## src/sv/bpd_pkg.sv

```systemverilog
package bpd_pkg;

    // Pixel format: unsigned 8.4 fixed point
    localparam int PIX_W  = 12;
    // One vertical [1 2 1] column sum
    localparam int CSUM_W = PIX_W + 2;
    // Full 3x3 weighted sum (weights total 16)
    localparam int SUM_W  = PIX_W + 4;

    // Geometry registers
    localparam int DIM_W      = 11;
    localparam int MAX_HEIGHT = 1024;
    localparam int ROW_W      = 10;

    localparam logic [DIM_W-1:0] WIDTH_RST  = 11'd640;
    localparam logic [DIM_W-1:0] HEIGHT_RST = 11'd480;

    // Configuration register indexes
    localparam logic CFG_SRC_WIDTH  = 1'b0;
    localparam logic CFG_SRC_HEIGHT = 1'b1;

    typedef struct packed {
        logic [PIX_W-1:0] pixel_in;
        logic             frame_start;
    } t_in;

    typedef struct packed {
        logic [PIX_W-1:0] pixel_out;
        logic             frame_end;
    } t_out;

    // Control of the item in the filter stage
    typedef struct packed {
        logic valid;     // item present
        logic odd_row;   // source row is odd
        logic prod;      // item yields an output pixel
        logic last;      // last output pixel of the frame
        logic top_mid;   // first odd row: top row replicates the centre row
        logic left_dup;  // column 1: left column replicates column 0
    } t_s1_ctrl;

endpackage

```

## src/sv/bpd_out_fifo.sv

```systemverilog
module bpd_out_fifo (
    input  logic          i_clk,
    input  logic          i_rst_n,
    input  logic          i_push,
    input  bpd_pkg::t_out i_data,
    input  logic          i_stall,
    output logic          o_valid,
    output bpd_pkg::t_out o_data,
    output logic [1:0]    o_level
);
    import bpd_pkg::*;

    t_out       r_q [2];
    logic       r_wr_ptr;
    logic       r_rd_ptr;
    logic [1:0] r_level;
    logic       n_wr_ptr;
    logic       n_rd_ptr;
    logic [1:0] n_level;
    logic       pop;

    assign o_valid = (r_level != 2'd0);
    assign o_data  = r_q[r_rd_ptr];
    assign o_level = r_level;
    assign pop     = o_valid && !i_stall;

    // Pointer and fill level update
    always_comb begin
        n_wr_ptr = i_push ? !r_wr_ptr : r_wr_ptr;
        n_rd_ptr = pop ? !r_rd_ptr : r_rd_ptr;
        n_level  = r_level + {1'b0, i_push} - {1'b0, pop};
    end

    always_ff @(posedge i_clk) begin
        if (!i_rst_n) begin
            r_wr_ptr <= 1'b0;
            r_rd_ptr <= 1'b0;
            r_level  <= 2'd0;
        end else begin
            r_wr_ptr <= n_wr_ptr;
            r_rd_ptr <= n_rd_ptr;
            r_level  <= n_level;
        end
    end

    // Entry storage
    always_ff @(posedge i_clk) begin
        if (i_push) begin
            r_q[r_wr_ptr] <= i_data;
        end
    end

endmodule

```

## config.mk

```make
export PLATFORM = sky130hd
export DESIGN_NAME = bpd_out_fifo
export DESIGN_NICKNAME = d
export VERILOG_FILES = /design/src/sv/bpd_pkg.sv /design/src/sv/bpd_out_fifo.sv
export SDC_FILE = /design/constraint.sdc
export NUM_CORES = 1
export LEC_CHECK = 0
export BUFFER_PORTS_ARGS = -buffer_cell sky130_fd_sc_hd__clkbuf_2
export CAP_MARGIN = 25
export CELL_PAD_IN_SITES_DETAIL_PLACEMENT = 0
export CELL_PAD_IN_SITES_GLOBAL_PLACEMENT = 1
export CORE_MARGIN = 2
export CORE_UTILIZATION = 41
export CTS_CLUSTER_DIAMETER = 30
export DETAILED_ROUTE_END_ITERATION = 8
export PLACE_DENSITY = 0.75
export SLEW_MARGIN = 10
export SYNTH_ARGS = -nofsm -noshare
export SYNTH_HDL_FRONTEND = slang
export SYNTH_SLANG_ARGS = --single-unit
```

## constraint.sdc

```tcl
create_clock -name i_clk -period 1.87 [get_ports i_clk]
set_input_delay 0.187 -clock i_clk [delete_from_list [all_inputs] [get_ports i_clk]]
set_output_delay 0.187 -clock i_clk [all_outputs]
set_load 0.02 [all_outputs]
```

==> results.md <==
* Initial antenna violation count at 0
* RSZ-0062 raised after global routing: no
* Final period util at 82.1%
* HP Class: in2reg
* Most common cell after layout, fill and taps aside: clkbuf_2
* Num ports at 33
* Die H at 57.7 um
* Max-Cap Viols at 0
* Startpoint class of the critical path: flip-flop
* F_max at 651 MHz
* Final wirelength at around 1900 um
* Final Wtd Congestion at approximately 0.62
* Core ar. at around 0.0028 mm2
* Worst reg2reg path startpoint: o_level[1]$_SDFF_PN0_
* Ant diodes at 0
* Resized cells post-CTS at 0
* Die W at 57.7 um
* Final Power at between 1.5 and 2 mW
* Final Max Tran Viols at 0
* Clk_skew at 0.00794 ns
* Mapped Cells at 62
* Vias in the first global route at about 640
* Syn_nets at 81
* Setup Buffers After CTS at 0
* Yosys reg bits at 31
* Crit path DAT at ~1.4 ns
* Area Growth Syn to Fin at 21.8%
* Layout Utilization at a little over half
* Cts bufs inserted at 5
* Nets at 122
* R2R depth at 6
* Largest area contributor in the netlist: edfxtp_1
* Seq/Total Area, Yosys at between 70% and 80%
* Worst VDD drop at 799 uV
* CP Capture Type: output pin
* Grt total ovfl at 0
* Slew @ Worst Pin at around 0.64 ns
* IO Port Bufs at 32
* Pwr dens at around 1200 mW/mm2
* Initial core utilization at a little over two fifths
* First-pass GRT wire length at 2910 um
* DR vias/cell at ~4.8
* Detailed-route wire length per cell at approximately 14 um
* Syn Area/Cell at approximately 19 um2
* Drt drc at 0
* Cell area after synthesis at roughly 0.0012 mm2
* Cts hold-fix bufs at 0
* DP HPWL at 1400 um
* Pleak at between 0.5 and 0.6 nW
* CP Capture Point: o_data[0]
* Worst Path Class, Setup: reg2out
* Required time worst endpoint at about 1.7 ns
* CTS root buf: clkbuf_4
* Synth top area cells: edfxtp_1, mux2_2, dfxtp_1
* Status: finished, final reports clean
* Layout cells sized above 1 at between 50% and 60%
* Largest net degree at the start of global routing at 14
* DR vias at between 600 and 700
* Worst R2R End: o_level[1]$_SDFF_PN0_
* Hold Vio Cnt, Final at 0
* Min Tclk post-route at 1.54 ns
* Relative slew slack at between 50 and 60%
* CTS sink cnt at 31
* Most frequent cells in the layout: clkbuf_2, edfxtp_1, mux2_2
* Unique masters post-synth at 16
* Clock Path Buffers at 2
* Gr usage total at approximately an eighth
* Clock transition at path regs at around 0.090 ns
* H-tree depth at 2
* Final setup viols at 0
* Reg-to-reg slack, setup at approximately 0.4 ns
* Drt pass-1 iters at 2
* Yosys warnings at 0
* CTS tree: built
* Setup TNS at 0 ns
* Critical Path Fanout Max at 13
* Post-DRT Antenna Nets at 0
* Yosys top cell area share at 66.0%
* DR iter-0 viols at 8
* Worst-Skew Late Latency at ~0.32 ns
* Core Rows at 19
* Die area at ~0.0033 mm2
-- flip-flops by register name (all words and copies together) (netlist names), named ones only --
signal	count
r_q	26
o_level	2
r_rd_ptr	1
r_wr_ptr	1
-- critical path, cell delays in order, from the launching register on --
cell and delay (ns):
dfxtp_1 0.31, buf_4 0.21, mux2_2 0.36, clkbuf_2 0.15
-- Yosys cell counts --
| cell | instances |
|---|---|
| edfxtp_1 | 26 |
| mux2_2 | 13 |
| dfxtp_1 | 5 |
| and2_1 | 2 |
| ha_1 | 2 |
| inv_1 | 2 |
| mux2i_1 | 2 |
| nor2b_1 | 2 |
| clkbuf_8 | 1 |
| nand2_1 | 1 |
| nand2b_1 | 1 |
| nor2b_2 | 1 |
| o21a_1 | 1 |
| o21ba_2 | 1 |
| or2_2 | 1 |
| xnor3_1 | 1 |
-- report_power, final --
part / switching, mW / internal [mW]
combinational: 0.286 / 0.256
sequential: 0.0335 / 0.817
clock: 0.202 / 0.146
-- routing by layer --
metal	wire length [um]	track usage [%]	share of wire, %	up-vias
met3	157	6.47	8.3	4
met2	907	19.5	48	26
met1	795	13.9	42	306
met5	0	0	0	-
li1	-	-	-	316
met4	22	5.98	1.2	0
-- through the flow --
step / instances / worst slack, ns / hold slack (ns) / instance area, um2
2_1_floorplan: 62 / 0.402 / 0.286 / 1180
3_5_place_dp: 127 / 0.404 / 0.381 / 1390
6_report: 135 / 0.334 / 0.0544 / 1440
4_1_cts: 135 / 0.298 / 0.0387 / 1440
5_1_grt: 135 / 0.259 / 0.0213 / 1440
3_3_place_gp: 127 / 0.479 / 0.378 / 1390
-- how the worst min path moves through the flow --
stage | startpoint | endpoint | cells past startpoint
after floorplan | i_data[0] | r_q[0][0]$_DFFE_PP_ | 0
after global placement | i_data[4] | r_q[0][4]$_DFFE_PP_ | 1
after detailed placement | i_data[8] | r_q[0][8]$_DFFE_PP_ | 1
after CTS | i_data[8] | r_q[0][8]$_DFFE_PP_ | 1
after global routing | i_data[8] | r_q[0][8]$_DFFE_PP_ | 1
final | i_data[8] | r_q[0][8]$_DFFE_PP_ | 1
-- area by class of cell --
type	count	area (um2)
clock buffer	7	45.0
clock inverter	1	5.00
fill	246	1320
inverter	2	7.51
multi-input combinational	28	282
sequential	31	881
tap	31	38.8
timing repair buffer	35	183
-- cell families (layout without fill, tap and decap cells) --
kind of cell               Yosys count  count (layout)  synth area share (%)
AOI/OAI and AO/OA                    2               2                  1.48
and+or+nand+nor                      8               8                  4.23
adders and majority gates            2               2                  2.11
buffers and inverters                3              45                  1.80
xor gates and xnor gates             1               1                  1.90
muxes                               15              15                  14.1
DFF                                 31              31                  74.4
Note: power is estimated with default switching activity, not from simulation.
