### src/sv/bpd_pkg.sv
package bpd_pkg;

    // Pixel format: unsigned 8.4 fixed point
    localparam int PIX_W  = 12;
    // One vertical [1 2 1] column sum
    localparam int CSUM_W = PIX_W + 2;
    // Full 3x3 weighted sum (weights total 16)
    localparam int SUM_W  = PIX_W + 4;

    // Geometry registers
    localparam int DIM_W      = 11;
    localparam int MAX_HEIGHT = 1024;
    localparam int ROW_W      = 10;

    localparam logic [DIM_W-1:0] WIDTH_RST  = 11'd640;
    localparam logic [DIM_W-1:0] HEIGHT_RST = 11'd480;

    // Configuration register indexes
    localparam logic CFG_SRC_WIDTH  = 1'b0;
    localparam logic CFG_SRC_HEIGHT = 1'b1;

    typedef struct packed {
        logic [PIX_W-1:0] pixel_in;
        logic             frame_start;
    } t_in;

    typedef struct packed {
        logic [PIX_W-1:0] pixel_out;
        logic             frame_end;
    } t_out;

    // Control of the item in the filter stage
    typedef struct packed {
        logic valid;     // item present
        logic odd_row;   // source row is odd
        logic prod;      // item yields an output pixel
        logic last;      // last output pixel of the frame
        logic top_mid;   // first odd row: top row replicates the centre row
        logic left_dup;  // column 1: left column replicates column 0
    } t_s1_ctrl;

endpackage

### src/sv/bpd_filter.sv
module bpd_filter (
    input  logic                      i_clk,
    input  logic                      i_rst_n,
    input  bpd_pkg::t_s1_ctrl         i_ctrl,
    input  logic [bpd_pkg::PIX_W-1:0] i_pix,
    input  logic [bpd_pkg::PIX_W-1:0] i_even_rd,
    input  logic [bpd_pkg::PIX_W-1:0] i_odd_rd,
    output logic                      o_push,
    output bpd_pkg::t_out             o_res
);
    import bpd_pkg::*;

    logic [CSUM_W-1:0] r_csum0;   // two columns back
    logic [CSUM_W-1:0] r_csum1;   // one column back
    logic [CSUM_W-1:0] n_csum0;
    logic [CSUM_W-1:0] n_csum1;
    logic [PIX_W-1:0]  top;
    logic [CSUM_W-1:0] vsum;
    logic [CSUM_W-1:0] left;
    logic [SUM_W-1:0]  hsum;
    logic [SUM_W-1:0]  rounded;
    logic              upd;

    // Vertical [1 2 1] over top, centre and current row
    always_comb begin
        top  = i_ctrl.top_mid ? i_even_rd : i_odd_rd;
        vsum = CSUM_W'(top) + {1'b0, i_even_rd, 1'b0} + CSUM_W'(i_pix);
    end

    // Horizontal [1 2 1] over the last three column sums, round half up
    always_comb begin
        left    = i_ctrl.left_dup ? r_csum1 : r_csum0;
        hsum    = SUM_W'(left) + SUM_W'({r_csum1, 1'b0}) + SUM_W'(vsum);
        rounded = hsum + SUM_W'(8);
    end

    assign upd     = i_ctrl.valid && i_ctrl.odd_row;
    assign n_csum0 = upd ? r_csum1 : r_csum0;
    assign n_csum1 = upd ? vsum : r_csum1;

    always_ff @(posedge i_clk) begin
        if (!i_rst_n) begin
            r_csum0 <= '0;
            r_csum1 <= '0;
        end else begin
            r_csum0 <= n_csum0;
            r_csum1 <= n_csum1;
        end
    end

    assign o_push          = i_ctrl.prod;
    assign o_res.pixel_out = rounded[SUM_W-1:4];
    assign o_res.frame_end = i_ctrl.last;

endmodule

### config.mk
export PLATFORM = sky130hd
export DESIGN_NAME = bpd_filter
export DESIGN_NICKNAME = d
export VERILOG_FILES = /design/src/sv/bpd_pkg.sv /design/src/sv/bpd_filter.sv
export SDC_FILE = /design/constraint.sdc
export NUM_CORES = 1
export LEC_CHECK = 0
export BUFFER_PORTS_ARGS = -buffer_cell sky130_fd_sc_hd__buf_2
export CAP_MARGIN = 20
export CELL_PAD_IN_SITES_DETAIL_PLACEMENT = 1
export CELL_PAD_IN_SITES_GLOBAL_PLACEMENT = 1
export CORE_MARGIN = 2
export CORE_UTILIZATION = 47
export DETAILED_ROUTE_END_ITERATION = 16
export PLACE_DENSITY = 0.84
export SLEW_MARGIN = 15
export SYNTH_ARGS = -nofsm -noshare
export SYNTH_HDL_FRONTEND = slang
export SYNTH_SLANG_ARGS = --single-unit
### constraint.sdc
create_clock -name i_clk -period 12.44 [get_ports i_clk]
set_clock_uncertainty 0.15 [all_clocks]
set_input_delay 2.488 -clock i_clk [delete_from_list [all_inputs] [get_ports i_clk]]
set_output_delay 2.488 -clock i_clk [all_outputs]
set_load 0.005 [all_outputs]
==> results of run 1 <==
## cell type report
class                   instances  area [µm²]  share of cell area [%]
multi-input cells             270        2400                    69.1
flip-flops and latches         28         561                    16.1
repair buffers                 54         280                    8.06
well taps                      77        96.3                    2.77
inverters                      18        67.6                    1.94
clock buffers                   3        41.3                    1.19
clock inverters                 1        30.0                   0.864
## worst max-delay path: stages
cell and delay [ns]:
sky130_fd_sc_hd__buf_2 0.26, sky130_fd_sc_hd__mux2i_1 0.25, sky130_fd_sc_hd__fa_1 0.44, sky130_fd_sc_hd__inv_1 0.08, sky130_fd_sc_hd__ha_1 0.20, sky130_fd_sc_hd__inv_1 0.07, sky130_fd_sc_hd__fa_1 0.40, sky130_fd_sc_hd__nor2b_1 0.13
sky130_fd_sc_hd__o21ai_1 0.08, sky130_fd_sc_hd__a21oi_1 0.21, sky130_fd_sc_hd__o22a_2 0.25, sky130_fd_sc_hd__a21o_1 0.19, sky130_fd_sc_hd__nor2_1 0.09, sky130_fd_sc_hd__fa_1 0.40, sky130_fd_sc_hd__ha_1 0.28, sky130_fd_sc_hd__ha_1 0.36
sky130_fd_sc_hd__a21o_1 0.25, sky130_fd_sc_hd__or4_1 0.41, sky130_fd_sc_hd__a31o_2 0.23, sky130_fd_sc_hd__o211a_1 0.12, sky130_fd_sc_hd__buf_2 0.12
## state kept, by name, summed over array words and instances, names as in the netlist
| name | count |
|---|---|
| r_csum0 | 14 |
| r_csum1 | 14 |
## worst paths after layout
check                           slack (ns)  depth (start not counted)        start     endpoint
worst min register to register        0.31                          2  r_csum0[13]  r_csum0[13]
worst max register to register       11.47                          2  r_csum1[10]  r_csum1[10]
worst min-delay path                  0.31                          2  r_csum0[13]  r_csum0[13]
worst max-delay path                  2.50                         21    i_ctrl[1]    o_res[12]
## routing by layer
| layer | wire [µm] | up-vias |
|---|---|---|
| met5 | 0 | - |
| met4 | 61 | 0 |
| met3 | 163 | 7 |
| met2 | 3920 | 30 |
| met1 | 2810 | 1244 |
| li1 | - | 1243 |
## synth_stat cells, types with 3 or more instances
library cell and number:
sky130_fd_sc_hd__a21o_1 8, sky130_fd_sc_hd__a21oi_1 26, sky130_fd_sc_hd__and2_1 5, sky130_fd_sc_hd__and3_1 4, sky130_fd_sc_hd__buf_1 3, sky130_fd_sc_hd__clkbuf_1 8
sky130_fd_sc_hd__dfxtp_1 28, sky130_fd_sc_hd__fa_1 25, sky130_fd_sc_hd__ha_1 38, sky130_fd_sc_hd__inv_1 18, sky130_fd_sc_hd__mux2_2 21, sky130_fd_sc_hd__mux2i_1 6
sky130_fd_sc_hd__nand2_1 39, sky130_fd_sc_hd__nand2b_1 5, sky130_fd_sc_hd__nand3_1 5, sky130_fd_sc_hd__nor2_1 15, sky130_fd_sc_hd__nor2b_1 3, sky130_fd_sc_hd__nor3_1 5
sky130_fd_sc_hd__o211a_1 3, sky130_fd_sc_hd__o21a_1 5, sky130_fd_sc_hd__o21ai_1 4, sky130_fd_sc_hd__or3_1 3, sky130_fd_sc_hd__xnor2_1 11, sky130_fd_sc_hd__xor2_1 6
## stage by stage
stage	hold WS, ns	util (%)	area [µm²]	cells	total power, mW
CTS	0.316	54.5	3460	450	0.599
detailed placement	0.302	53.4	3390	446	0.523
global route	0.341	54.8	3480	451	0.653
finish	0.314	54.8	3480	451	0.589
floorplan	0.284	-	3100	330	0.405
global placement	0.289	53.4	3390	446	0.507
## cell families (layout without fill, tap and decap cells)
logic type                 count (synthesis)  in the layout  share of synthesized area [%]
DFF                                       28             28                           18.1
xor gates and xnor gates                  17             17                           4.81
muxes                                     28             28                           10.0
buffers and inverters                     32             76                           4.36
adders and majority gates                 63             63                           31.5
and+or+nand+nor                           92             92                           14.5
AOI/OAI and AO/OA                         70             70                           16.7
## power breakdown
part / switching [mW] / internal (mW) / total, mW
combinational: 0.217 / 0.194 / 0.411
clock: 0.0312 / 0.0432 / 0.0744
sequential: 0.00788 / 0.0964 / 0.104
total: 0.256 / 0.334 / 0.589
==> run summary, run 1 <==
The Yosys warning count came out at 0. Setup violations remaining at the end of the flow were counted as 0. By startpoint and endpoint, the worst setup path is classified as in -> out. The routed wire length came out at 6960 µm. The number of buffer cells added on primary ports is 53.

The largest voltage drop on the vdd net is 0.146 mV. In the layout the commonest cells are sky130_fd_sc_hd__buf_2 (53), sky130_fd_sc_hd__nand2_1 (39), sky130_fd_sc_hd__ha_1 (38). The worst-case setup slack after placement came out at 2.48 ns.

The cell count after synthesis came out at 330. The leakage power of the design is 1.65 nW. The synthesized area divided by synthesized cell count came out at 9.38 µm². Leaving out fill and tap cells, the most frequent cell in the layout is sky130_fd_sc_hd__buf_2. CTS built an H-tree with a depth of 1.

Entering global routing, the biggest net connects 31 pins. Data on the critical path arrives at its endpoint at 7.30 ns. The sequential share of the synthesized area came out at 18.1%. The clock slew seen by the registers of the worst setup and hold paths is 0.10 ns. The met3 usage in global routing came out at 2.72%.

The worst-case headroom to the max-slew limit is 31.0%. The sum of negative setup slack came out at 0 ns. The number of rows in the core area came out at 29. The layout net count came out at 482. The layout has 775 filler cells. The required time reported for the critical path endpoint is 9.80 ns. The area of the die came out at 0.00725 mm². The post-synth design cell area is 0.00310 mm².

The slew of the pin with the lowest slew margin is 1.04 ns. Global routing used 20.4% of the available tracks across all layers. The flow ran to the end, and the final reports show no timing, DRC or antenna violations. The number of setup buffers added after CTS came out at 0. The floorplan step set the die width to 85.2 µm. The net count of the mapped netlist is 437. The worst setup path is captured at an output port. The maximum achievable frequency came out at 0.101 GHz. The largest total area in the synthesized netlist belongs to sky130_fd_sc_hd__dfxtp_1.

By area the synthesized netlist is led by sky130_fd_sc_hd__dfxtp_1 (18%), sky130_fd_sc_hd__fa_1 (16%), sky130_fd_sc_hd__ha_1 (15%). In this run the remaining antenna-violating nets after routing total 0. The root buffer cell chosen for the clock tree is sky130_fd_sc_hd__clkbuf_8. The number of CTS-inserted buffers is 3. The post-synthesis async set-or-reset flop share came out at 0%. The die is 85.2 µm tall.

After detailed routing, the number of vias per cell comes to 5.60. The post-detailed-route wirelength per cell came out at 15.4 µm. The share of synthesized area in the top cell type comes to 18.1%. The busiest metal layer after global routing is met2. The number of antenna violations at the first check in global routing was 0. The met1 track demand over resource is 25.1%. The core outline area came out at 0.00635 mm². STA classifies the critical path startpoint as an input pin. The clock period minus worst slack came out at 9.94 ns.

The number of hold-repair buffers added at the cts stage is 0. The detailed-routing iteration count for the pre-antenna-repair pass came out at 3. The top fanout value on the critical path came out at 12.

Compared with the post-synthesis result, the final layout area differs by 12.3%. The clock tree from TritonCTS is yes. For this design the ratio of total power to cell area is 169 mW/mm².

The post-cts resize count came out at 0. Of the cells placed in the final design, the portion with a size suffix greater than 1 is 25.4%. Setup repair after global routing left no endpoint under its margin. The starting utilization of the core area is 48.8%. At the end of routability-driven placement, the weighted congestion stood at 0.777.

Clock latency on the worst-skew pair, taken at its later pin, is 0.29 ns. The number of antenna repair diodes came out at 0. In the finished design, the share of the clock period the worst path needs comes to 79.9%.

The via count of the first global-routing pass came out at 2,689. The synthesized flop and latch total is 28. In the post-route analysis, the smallest setup slack over all paths is 2.50 ns. The hold violation total from the final report is 0. The I/O pin count is 58. The half-perimeter wire length after placement is 5620 µm.

The global-route wire length before repair came out at 12,200 µm. The clock drives 28 sinks. The detailed-route DRC error count is 0. The distinct cell type count of the synthesized netlist is 51. For this run, global-route usage on met2 was measured as 38.3%. The type of the worst min-delay path is reg -> reg.

The maximum buffer depth of the clock tree is 2. The number of max-cap violations is 0. The most used flip-flop cell after synthesis is sky130_fd_sc_hd__dfxtp_1. The number of enable-type register cells in the synthesized netlist came out at 0. The overflow left after global routing came out at 0. The total number of vias came out at 2,524.

The number of pins with negative max-slew slack in the final report came out at 0. After the first detailed-routing iteration, the DRC count stood at 36.
No activity file was read; power rests on OpenSTA's default activity.
==> inputs of run 2 (changes only) <==
Settings changed: CORE_UTILIZATION 47 to 39, PLACE_DENSITY 0.84 to 0.74.
Clock period 12.44 ns to 8 ns, I/O delays scaled along.
==> run 2 against run 1 <==
Effect of this change: die area grew 20%; critical path type unchanged; largest cell class unchanged; routed wire length is 1.0% higher; critical path depth is 4 lower; total power grew 63%.
==> run summary, run 2 (synthesis results as in run 1) <==
Of the available clock period, the critical path in the final layout requires 98.3%. The slew of the pin with the lowest slew margin came to 1.04 ns (+0.00631 ns). The final number of setup-violating endpoints came to 0 (unchanged). The routed length on met1 came to 3010 µm (+7.2%). The final antenna-violating net count came out at 0 (unchanged). The number of buffer cells added on primary ports came to 53 (unchanged). The worst setup path is launched from an input pin. The min-delay analysis places its worst path in the category reg -> reg. The die span in x is 93.1 µm (+9.3%). The most critical setup path has its startpoint at i_ctrl[1]. The number of antenna repair diodes is 0 (unchanged). The uppermost signal routing layer after detailed routing is met4.

The clock period minus worst slack came out at 7.86 ns. The largest voltage drop on the vdd net came out at 0.130 mV (-11%). The leakage power of the design was 1.69 nW (+2.9%).

The share of total power consumed by net switching is 44.0% (+0.62 points). The area of the die came out at 0.00867 mm² (+20%). The total power per unit cell area is 261 mW/mm² (+54%). The endpoint of the most critical register-to-register path is r_csum1[13]. The layout net count came to 491 (+1.9%). The post-detailed-route wirelength per cell is 14.5 µm (-6.1%). The type of the worst setup path is in -> out. The I/O pin count was 58 (unchanged). The die height is 93.1 µm (+9.3%). The number of CTS-inserted buffers was 3 (unchanged). The maximum buffer depth of the clock tree is 2 (unchanged).

The largest incremental delay on the critical path came out at 0.44 ns (about the same). The hold violation total from the final report came out at 0 (unchanged). The total number of vias is 2,519 (-0.20%).

The half-perimeter wire length after placement came out at 5650 µm (+0.66%). The global-route wire length before repair is 11,500 µm (-5.5%). The routed wire length came out at 7030 µm (+1.0%).

The flow ran to the end, and the final reports show no timing, DRC or antenna violations. The depth of the worst hold-timing path is 2 (unchanged). In this run the critical register-to-register path is launched from r_csum1[13].

The internal reg-to-reg setup slack is 7.02 ns (-4.45 ns). The largest registers in the layout are r_csum0: 14 flops, r_csum1: 14 flops. Leaving out fill and tap cells, the most frequent cell in the layout is sky130_fd_sc_hd__buf_2. The capture point of the critical path is o_res[12].

The detailed-route vias per instance came to 5.19 (-7.2%). The worst-case headroom to the max-slew limit came out at 30.4% (-0.59 points). The cell internal power dissipation is 0.537 mW (+61%).

The met3 wire length came out at 140 µm (-14%). The worst hold margin came out at 0.310 ns (-0.00405 ns). The core outline area is 0.00773 mm² (+22%). The via count of the first global-routing pass came to 2,602 (-3.2%). The sum of negative setup slack came out at 0 ns (unchanged).

The fraction of the core area covered by cells at the end of the flow is 47.6% (-7.1 points). The overall fraction of global-route tracks in use was 16.0% (-4.4 points). The library cell appearing most often on the critical path is sky130_fd_sc_hd__ha_1. The clock insertion delay at the later pin of the skew report came to 0.27 ns (-0.02 ns). Leaving out fill and tap cells, the most frequent cells in the layout are sky130_fd_sc_hd__buf_2 (52), sky130_fd_sc_hd__nand2_1 (39), sky130_fd_sc_hd__ha_1 (33). The required time reported for the critical path endpoint is 6.25 ns (-3.55 ns). The combined buffer and inverter count along the critical path is 3 (-1).

TritonCTS built the clock tree. Walking the worst path, the cells encountered are buf_4 > buf_6 > mux2_2 > fa_1 > ha_1 > or3_1 > o22a_4 > a2111oi_4 > nor2_2 > fa_1 > ha_1 > ha_1 > a21o_1 > or4_1 > a31o_2 > o211a_1 > buf_2. The ratio of cells with drive above 1 in the final layout came out at 30.5% (+5.1 points).

The number of sinks driven by the clock tree is 28 (unchanged). The overall power is 0.959 mW (+63%). The overflow left after global routing came out at 0 (unchanged). The number of rows in the core area is 32 (+10%). The total net switching power came out at 0.422 mW (+65%). The weighted congestion reported at the end of routability-driven placement was 0.742 (-4.5%).

The share of total power in combinational logic was 74.0% (+4.3 points). The starting utilization of the core area is 40.1% (-8.7 points). The detailed-route DRC error count is 0 (unchanged).

The logic depth of the worst setup path including buffers is 17 (-19%). The critical path arrival came out at 6.11 ns (-1.19 ns). The number of pins with negative max-slew slack in the final report was 0 (unchanged).

Derived from the worst setup path, the maximum achievable clock frequency is 0.127 GHz. The detailed-routing iteration count for the pre-antenna-repair pass came out at 4 (+1). The violation count after the first detailed-routing iteration came out at 56 (+56%). The critical path's slowest cell is sky130_fd_sc_hd__fa_1. The cell at the root of the clock tree is sky130_fd_sc_hd__clkbuf_8. The level count of the clock H-tree came out at 1 (unchanged). The cell count of the worst reg-to-reg path is 3 (+1). The top fanout value on the critical path came to 7 (-5). The portion of total power attributed to sequential cells is 16.8% (-0.9 points). The layout overhead on the synthesized area came out at 18.8%. The number of hold-repair buffers added at the cts stage is 0 (unchanged). The worst setup path is captured at an output port. The clock slew seen by the registers of the worst setup and hold paths is 0.09 ns (about the same). The family with the most delay on the worst path is adder cells. The met2 wire length came to 3870 µm (-1.4%). The clock network fraction of design power was 9.2% (-3.4 points). The number of antenna violations at the first check in global routing came out at 0 (unchanged). The maximum number of pins on one net before global-route repair is 31 (unchanged). The number of max-cap violations is 0 (unchanged).
-- run 2: changes by cell type in the layout (fill, tap and decap cells not counted), sizes merged --
cell,delta
clkbuf,+1
bufinv,-1
buf,+9
-- run 2: layer usage --
layer | vias up | global-route usage, %
li1 | 1254 | -
met1 | 1238 | 19.6
met2 | 25 | 30.9
met3 | 2 | 2.01
met4 | 0 | 1.10
met5 | - | 0
-- run 2: tightest hold or removal path, cell delays in order, from the launching register on --
cell	delay (ns)
sky130_fd_sc_hd__dfxtp_1	0.32
sky130_fd_sc_hd__nand2_1	0.05
sky130_fd_sc_hd__a21oi_1	0.05
-- run 2: worst min path at each step --
stage	startpoint	to
after floorplan	r_csum0[10]	r_csum0[10]
after global placement	r_csum0[7]	r_csum0[7]
after detailed placement	r_csum0[12]	r_csum0[12]
after CTS	r_csum0[12]	r_csum0[12]
after global routing	r_csum0[12]	r_csum0[12]
final	r_csum0[12]	r_csum0[12]
-- run 2: what timing repair did --
item | in CTS | in global routing
gates cloned | 0 | 0
buffers inserted | 0 | 4
resized for setup | 2 | 20
endpoints found under the hold margin | 0 | 0
pin swaps | 0 | 9
setup endpoints to repair | 3 | 6
-- run 2: metrics by stage --
| step | cell area (µm²) | setup slack (ns) | std cells |
|---|---|---|---|
| floorplan | 3100 | 0.130 | 330 |
| global placement | 3470 | 0.0805 | 477 |
| detailed placement | 3470 | -0.0303 | 477 |
| CTS | 3530 | 0.00355 | 481 |
| global route | 3680 | -0.0113 | 485 |
| finish | 3680 | 0.138 | 485 |
-- run 2: layout make-up --
cell class                 count  area (µm²)
fill                         907        4050
multi-input combinational    270        2520
sequential                    28         561
timing repair buffer          63         347
tap                          102         128
inverter                      18        67.6
clock buffer                   4        55.1
-- run 2: power by group through the flow --
stage | combinational [mW] | sequential (mW) | clock (mW)
4_1_cts | 0.682 | 0.162 | 0.0905
3_5_place_dp | 0.672 | 0.165 | 0
6_report | 0.710 | 0.161 | 0.0879
3_3_place_gp | 0.650 | 0.164 | 0
5_1_grt | 0.797 | 0.164 | 0.0968
2_1_floorplan | 0.468 | 0.162 | 0
==> inputs of run 3 (changes only) <==
Settings changed: CELL_PAD_IN_SITES_DETAIL_PLACEMENT 1 to 2, CELL_PAD_IN_SITES_GLOBAL_PLACEMENT 1 to 2, CORE_UTILIZATION 39 to 31, PLACE_DENSITY 0.74 to 0.73.
==> run 3 against run 2 <==
Effect of this change: die area increased by 25%; largest cell class unchanged; setup slack better by 0.056 ns; cell count grew 6.8%; register-to-register slack about the same; total power grew 4.1%; clock power rose by 2.3%; fmax is 0.71% higher; first-iteration DRC count decreased by 39%; hold slack about the same; flip-flop and latch count did not move; critical path depth unchanged; via count up 3.7%.
==> run summary, run 3 (synthesis results as in run 1) <==
The starting utilization of the core area came to 31.8% (-8.2 points). The start point of the worst min-delay path is r_csum0[13]. The number of cells in the finished layout apart from fillers came out at 518 (+6.8%). The detailed-route vias per instance came out at 5.04 (-3.0%). The weighted congestion reported at the end of routability-driven placement came out at 0.702 (-5.4%). The number of hold-repair buffers added at the cts stage came out at 0 (unchanged). The layout net count came out at 493 (+0.41%). The signal on the critical path passes through buf_4 > buf_6 > mux2_2 > fa_1 > ha_1 > or3_1 > o22a_4 > a2111oi_4 > nor2_1 > fa_1 > ha_1 > ha_1 > a21o_1 > or4_1 > a31o_2 > o211a_1 > buf_2.

The number of max-cap violations is 0 (unchanged). In this run the critical register-to-register path is launched from r_csum1[13]. The cell count of the worst reg-to-reg path came out at 3 (unchanged). The number of pins with negative max-slew slack in the final report is 0 (unchanged).

The post-detailed-route wirelength per cell came to 15.5 µm (+7.2%). The total number of vias is 2,611 (+3.7%). The critical path's slowest cell is sky130_fd_sc_hd__fa_1. The routed wire length is 8050 µm (+14%). The number of rows in the core area came out at 36 (+13%). Broken down by cell family, the worst path's largest delay share belongs to adder cells.

The fraction of the cycle the final worst path needs is 97.6% (-0.70 points). The half-perimeter wire length after placement is 6530 µm (+15%). The final number of setup-violating endpoints came out at 0 (unchanged). The I/O pin count came out at 58 (unchanged). The worst setup path is launched from an input pin. The layout overhead on the synthesized area came out at 21.9%.

The die span in x is 104 µm (+12%). The ratio of cells with drive above 1 in the final layout came out at 32.2% (+1.7 points). The total power per unit cell area is 265 mW/mm² (+1.6%).

The number of sinks driven by the clock tree is 28 (unchanged). The number of placed instances with taps included is 512 (+7.3%). The detailed-route DRC error count came out at 0 (unchanged).

The area of the die is 0.0108 mm² (+25%). The via count of the first global-routing pass came out at 2,980 (+15%). The combined buffer and inverter count along the critical path came to 3 (unchanged).

The clock period minus worst slack is 7.81 ns (-0.0557 ns). The number of buffer cells added on primary ports came out at 53 (unchanged). The cell at the root of the clock tree is sky130_fd_sc_hd__clkbuf_8. The required time reported for the critical path endpoint came out at 6.25 ns (about the same). The clock slew seen by the registers of the worst setup and hold paths is 0.10 ns (about the same). In this run the critical register-to-register path is captured at r_csum1[13]. The depth of the worst hold-timing path is 2 (unchanged).

The worst setup path is captured at an output port. The path with the worst hold slack has its endpoint at r_csum0[13]. The core outline area was 0.00973 mm² (+26%). The final-layout fill cell count is 1,129 (+24%). The largest registers in the layout are r_csum0: 14 flops, r_csum1: 14 flops. The maximum number of pins on one net before global-route repair was 31 (unchanged). The die height is 104 µm (+12%). The worst hold margin is 0.310 ns (+0.000120 ns). The library cell used most frequently in the layout, excluding fill and tap cells, is sky130_fd_sc_hd__buf_2. The violation count after the first detailed-routing iteration came out at 34 (-39%). The maximum buffer depth of the clock tree came to 2 (unchanged). The number of antenna violations at the first check in global routing was 0 (unchanged). The cell that appears most often on the critical path is sky130_fd_sc_hd__ha_1. The number of CTS-inserted buffers was 3 (unchanged).

In the layout the commonest cells are sky130_fd_sc_hd__buf_2 (52), sky130_fd_sc_hd__nand2_1 (39), sky130_fd_sc_hd__ha_1 (31). The maximum achievable frequency came out at 0.128 GHz (+0.71%). The level count of the clock H-tree came out at 1 (unchanged). The global-route wire length before repair came to 13,800 µm (+20%).

The hold violation total from the final report came out at 0 (unchanged). The largest incremental delay on the critical path came out at 0.44 ns (about the same). The slew of the pin with the lowest slew margin came out at 1.07 ns (+0.0244 ns). The flow ran to the end, and the final reports show no timing, DRC or antenna violations. The overflow left after global routing came to 0 (unchanged).

The internal reg-to-reg setup slack is 7.03 ns (about the same). The critical path arrival came out at 6.06 ns (-0.05 ns). The leakage power of the design is 1.72 nW (+1.3%). The top fanout value on the critical path is 6 (-1). The number of antenna repair diodes came out at 0 (unchanged). The fraction of the core area covered by cells at the end of the flow came to 38.8% (-8.8 points). The clock insertion delay at the later pin of the skew report was 0.27 ns (about the same).

The min-delay analysis places its worst path in the category reg -> reg. The overall fraction of global-route tracks in use was 15.1% (-0.93 points). The clock tree from TritonCTS is yes. The type of the worst setup path is in -> out.

The final antenna-violating net count is 0 (unchanged). The detailed-routing iteration count for the pre-antenna-repair pass came out at 3 (-1). The largest voltage drop on the vdd net is 0.0977 mV (-25%). The worst-case headroom to the max-slew limit came to 28.8% (-1.6 points).
==> run 3: cell types whose count changed in the layout (fill, tap and decap cells not counted), sizes merged <==
cell  delta
buf      +2
==> run 3: layer usage <==
layer,track usage [%],up-vias,wire length (µm)
met5,0,-,0
met3,2.01,2,151
li1,-,1265,-
met1,17.4,1318,3300
met4,0.676,0,34
met2,30.5,26,4560
==> run 3: power by group <==
| part | internal, mW | switching (mW) | total (mW) |
|---|---|---|---|
| Clock | 0.0441 | 0.0458 | 0.0899 |
| Combinational | 0.364 | 0.384 | 0.747 |
| Sequential | 0.150 | 0.0120 | 0.162 |
==> run 3: final cells by class <==
| cell class | instances | area [µm²] | area share, % |
|---|---|---|---|
| Multi-Input combinational cell | 270 | 2540 | 67.4 |
| Sequential cell | 28 | 561 | 14.9 |
| Timing Repair Buffer | 65 | 382 | 10.1 |
| Tap cell | 133 | 166 | 4.41 |
| Inverter | 18 | 67.6 | 1.79 |
| Clock buffer | 4 | 55.1 | 1.46 |
==> run 3: worst min-delay path: stages (launching register included) <==
cell                      delay, ns
sky130_fd_sc_hd__dfxtp_1       0.32
sky130_fd_sc_hd__nand2_1       0.05
sky130_fd_sc_hd__a21oi_1       0.05
==> run 3: how the worst max path moves through the flow <==
| stage | cells past startpoint | end | from | slack (ns) |
|---|---|---|---|---|
| final | 17 | o_res[12] | i_ctrl[1] | 0.19 |
| after global routing | 18 | o_res[12] | i_ctrl[1] | -0.002 |
| after CTS | 17 | o_res[12] | i_ctrl[1] | 0.005 |
| after detailed placement | 21 | o_res[11] | i_ctrl[1] | -0.07 |
| after global placement | 19 | o_res[11] | i_ctrl[1] | 0.05 |
| after floorplan | 17 | o_res[12] | i_ctrl[1] | 0.13 |
==> run 3: stage by stage <==
| stage | setup TNS (ns) | total power [mW] | cell area, µm² | setup slack (ns) |
|---|---|---|---|---|
| floorplan | 0 | 0.629 | 3100 | 0.130 |
| detailed placement | -0.199 | 0.862 | 3540 | -0.0748 |
| CTS | 0 | 0.965 | 3610 | 0.00469 |
| finish | 0 | 0.999 | 3770 | 0.193 |
| global route | -0.00222 | 1.11 | 3770 | -0.00222 |
| global placement | 0 | 0.833 | 3540 | 0.0533 |
==> run 3: what timing repair did <==
item / CTS / global route
pin swaps: 0 / 6
cloned: 0 / 0
endpoints found under the setup margin: 3 / 6
setup buffers: 0 / 1
endpoints found under the hold margin: 0 / 0
gates resized for setup: 5 / 20
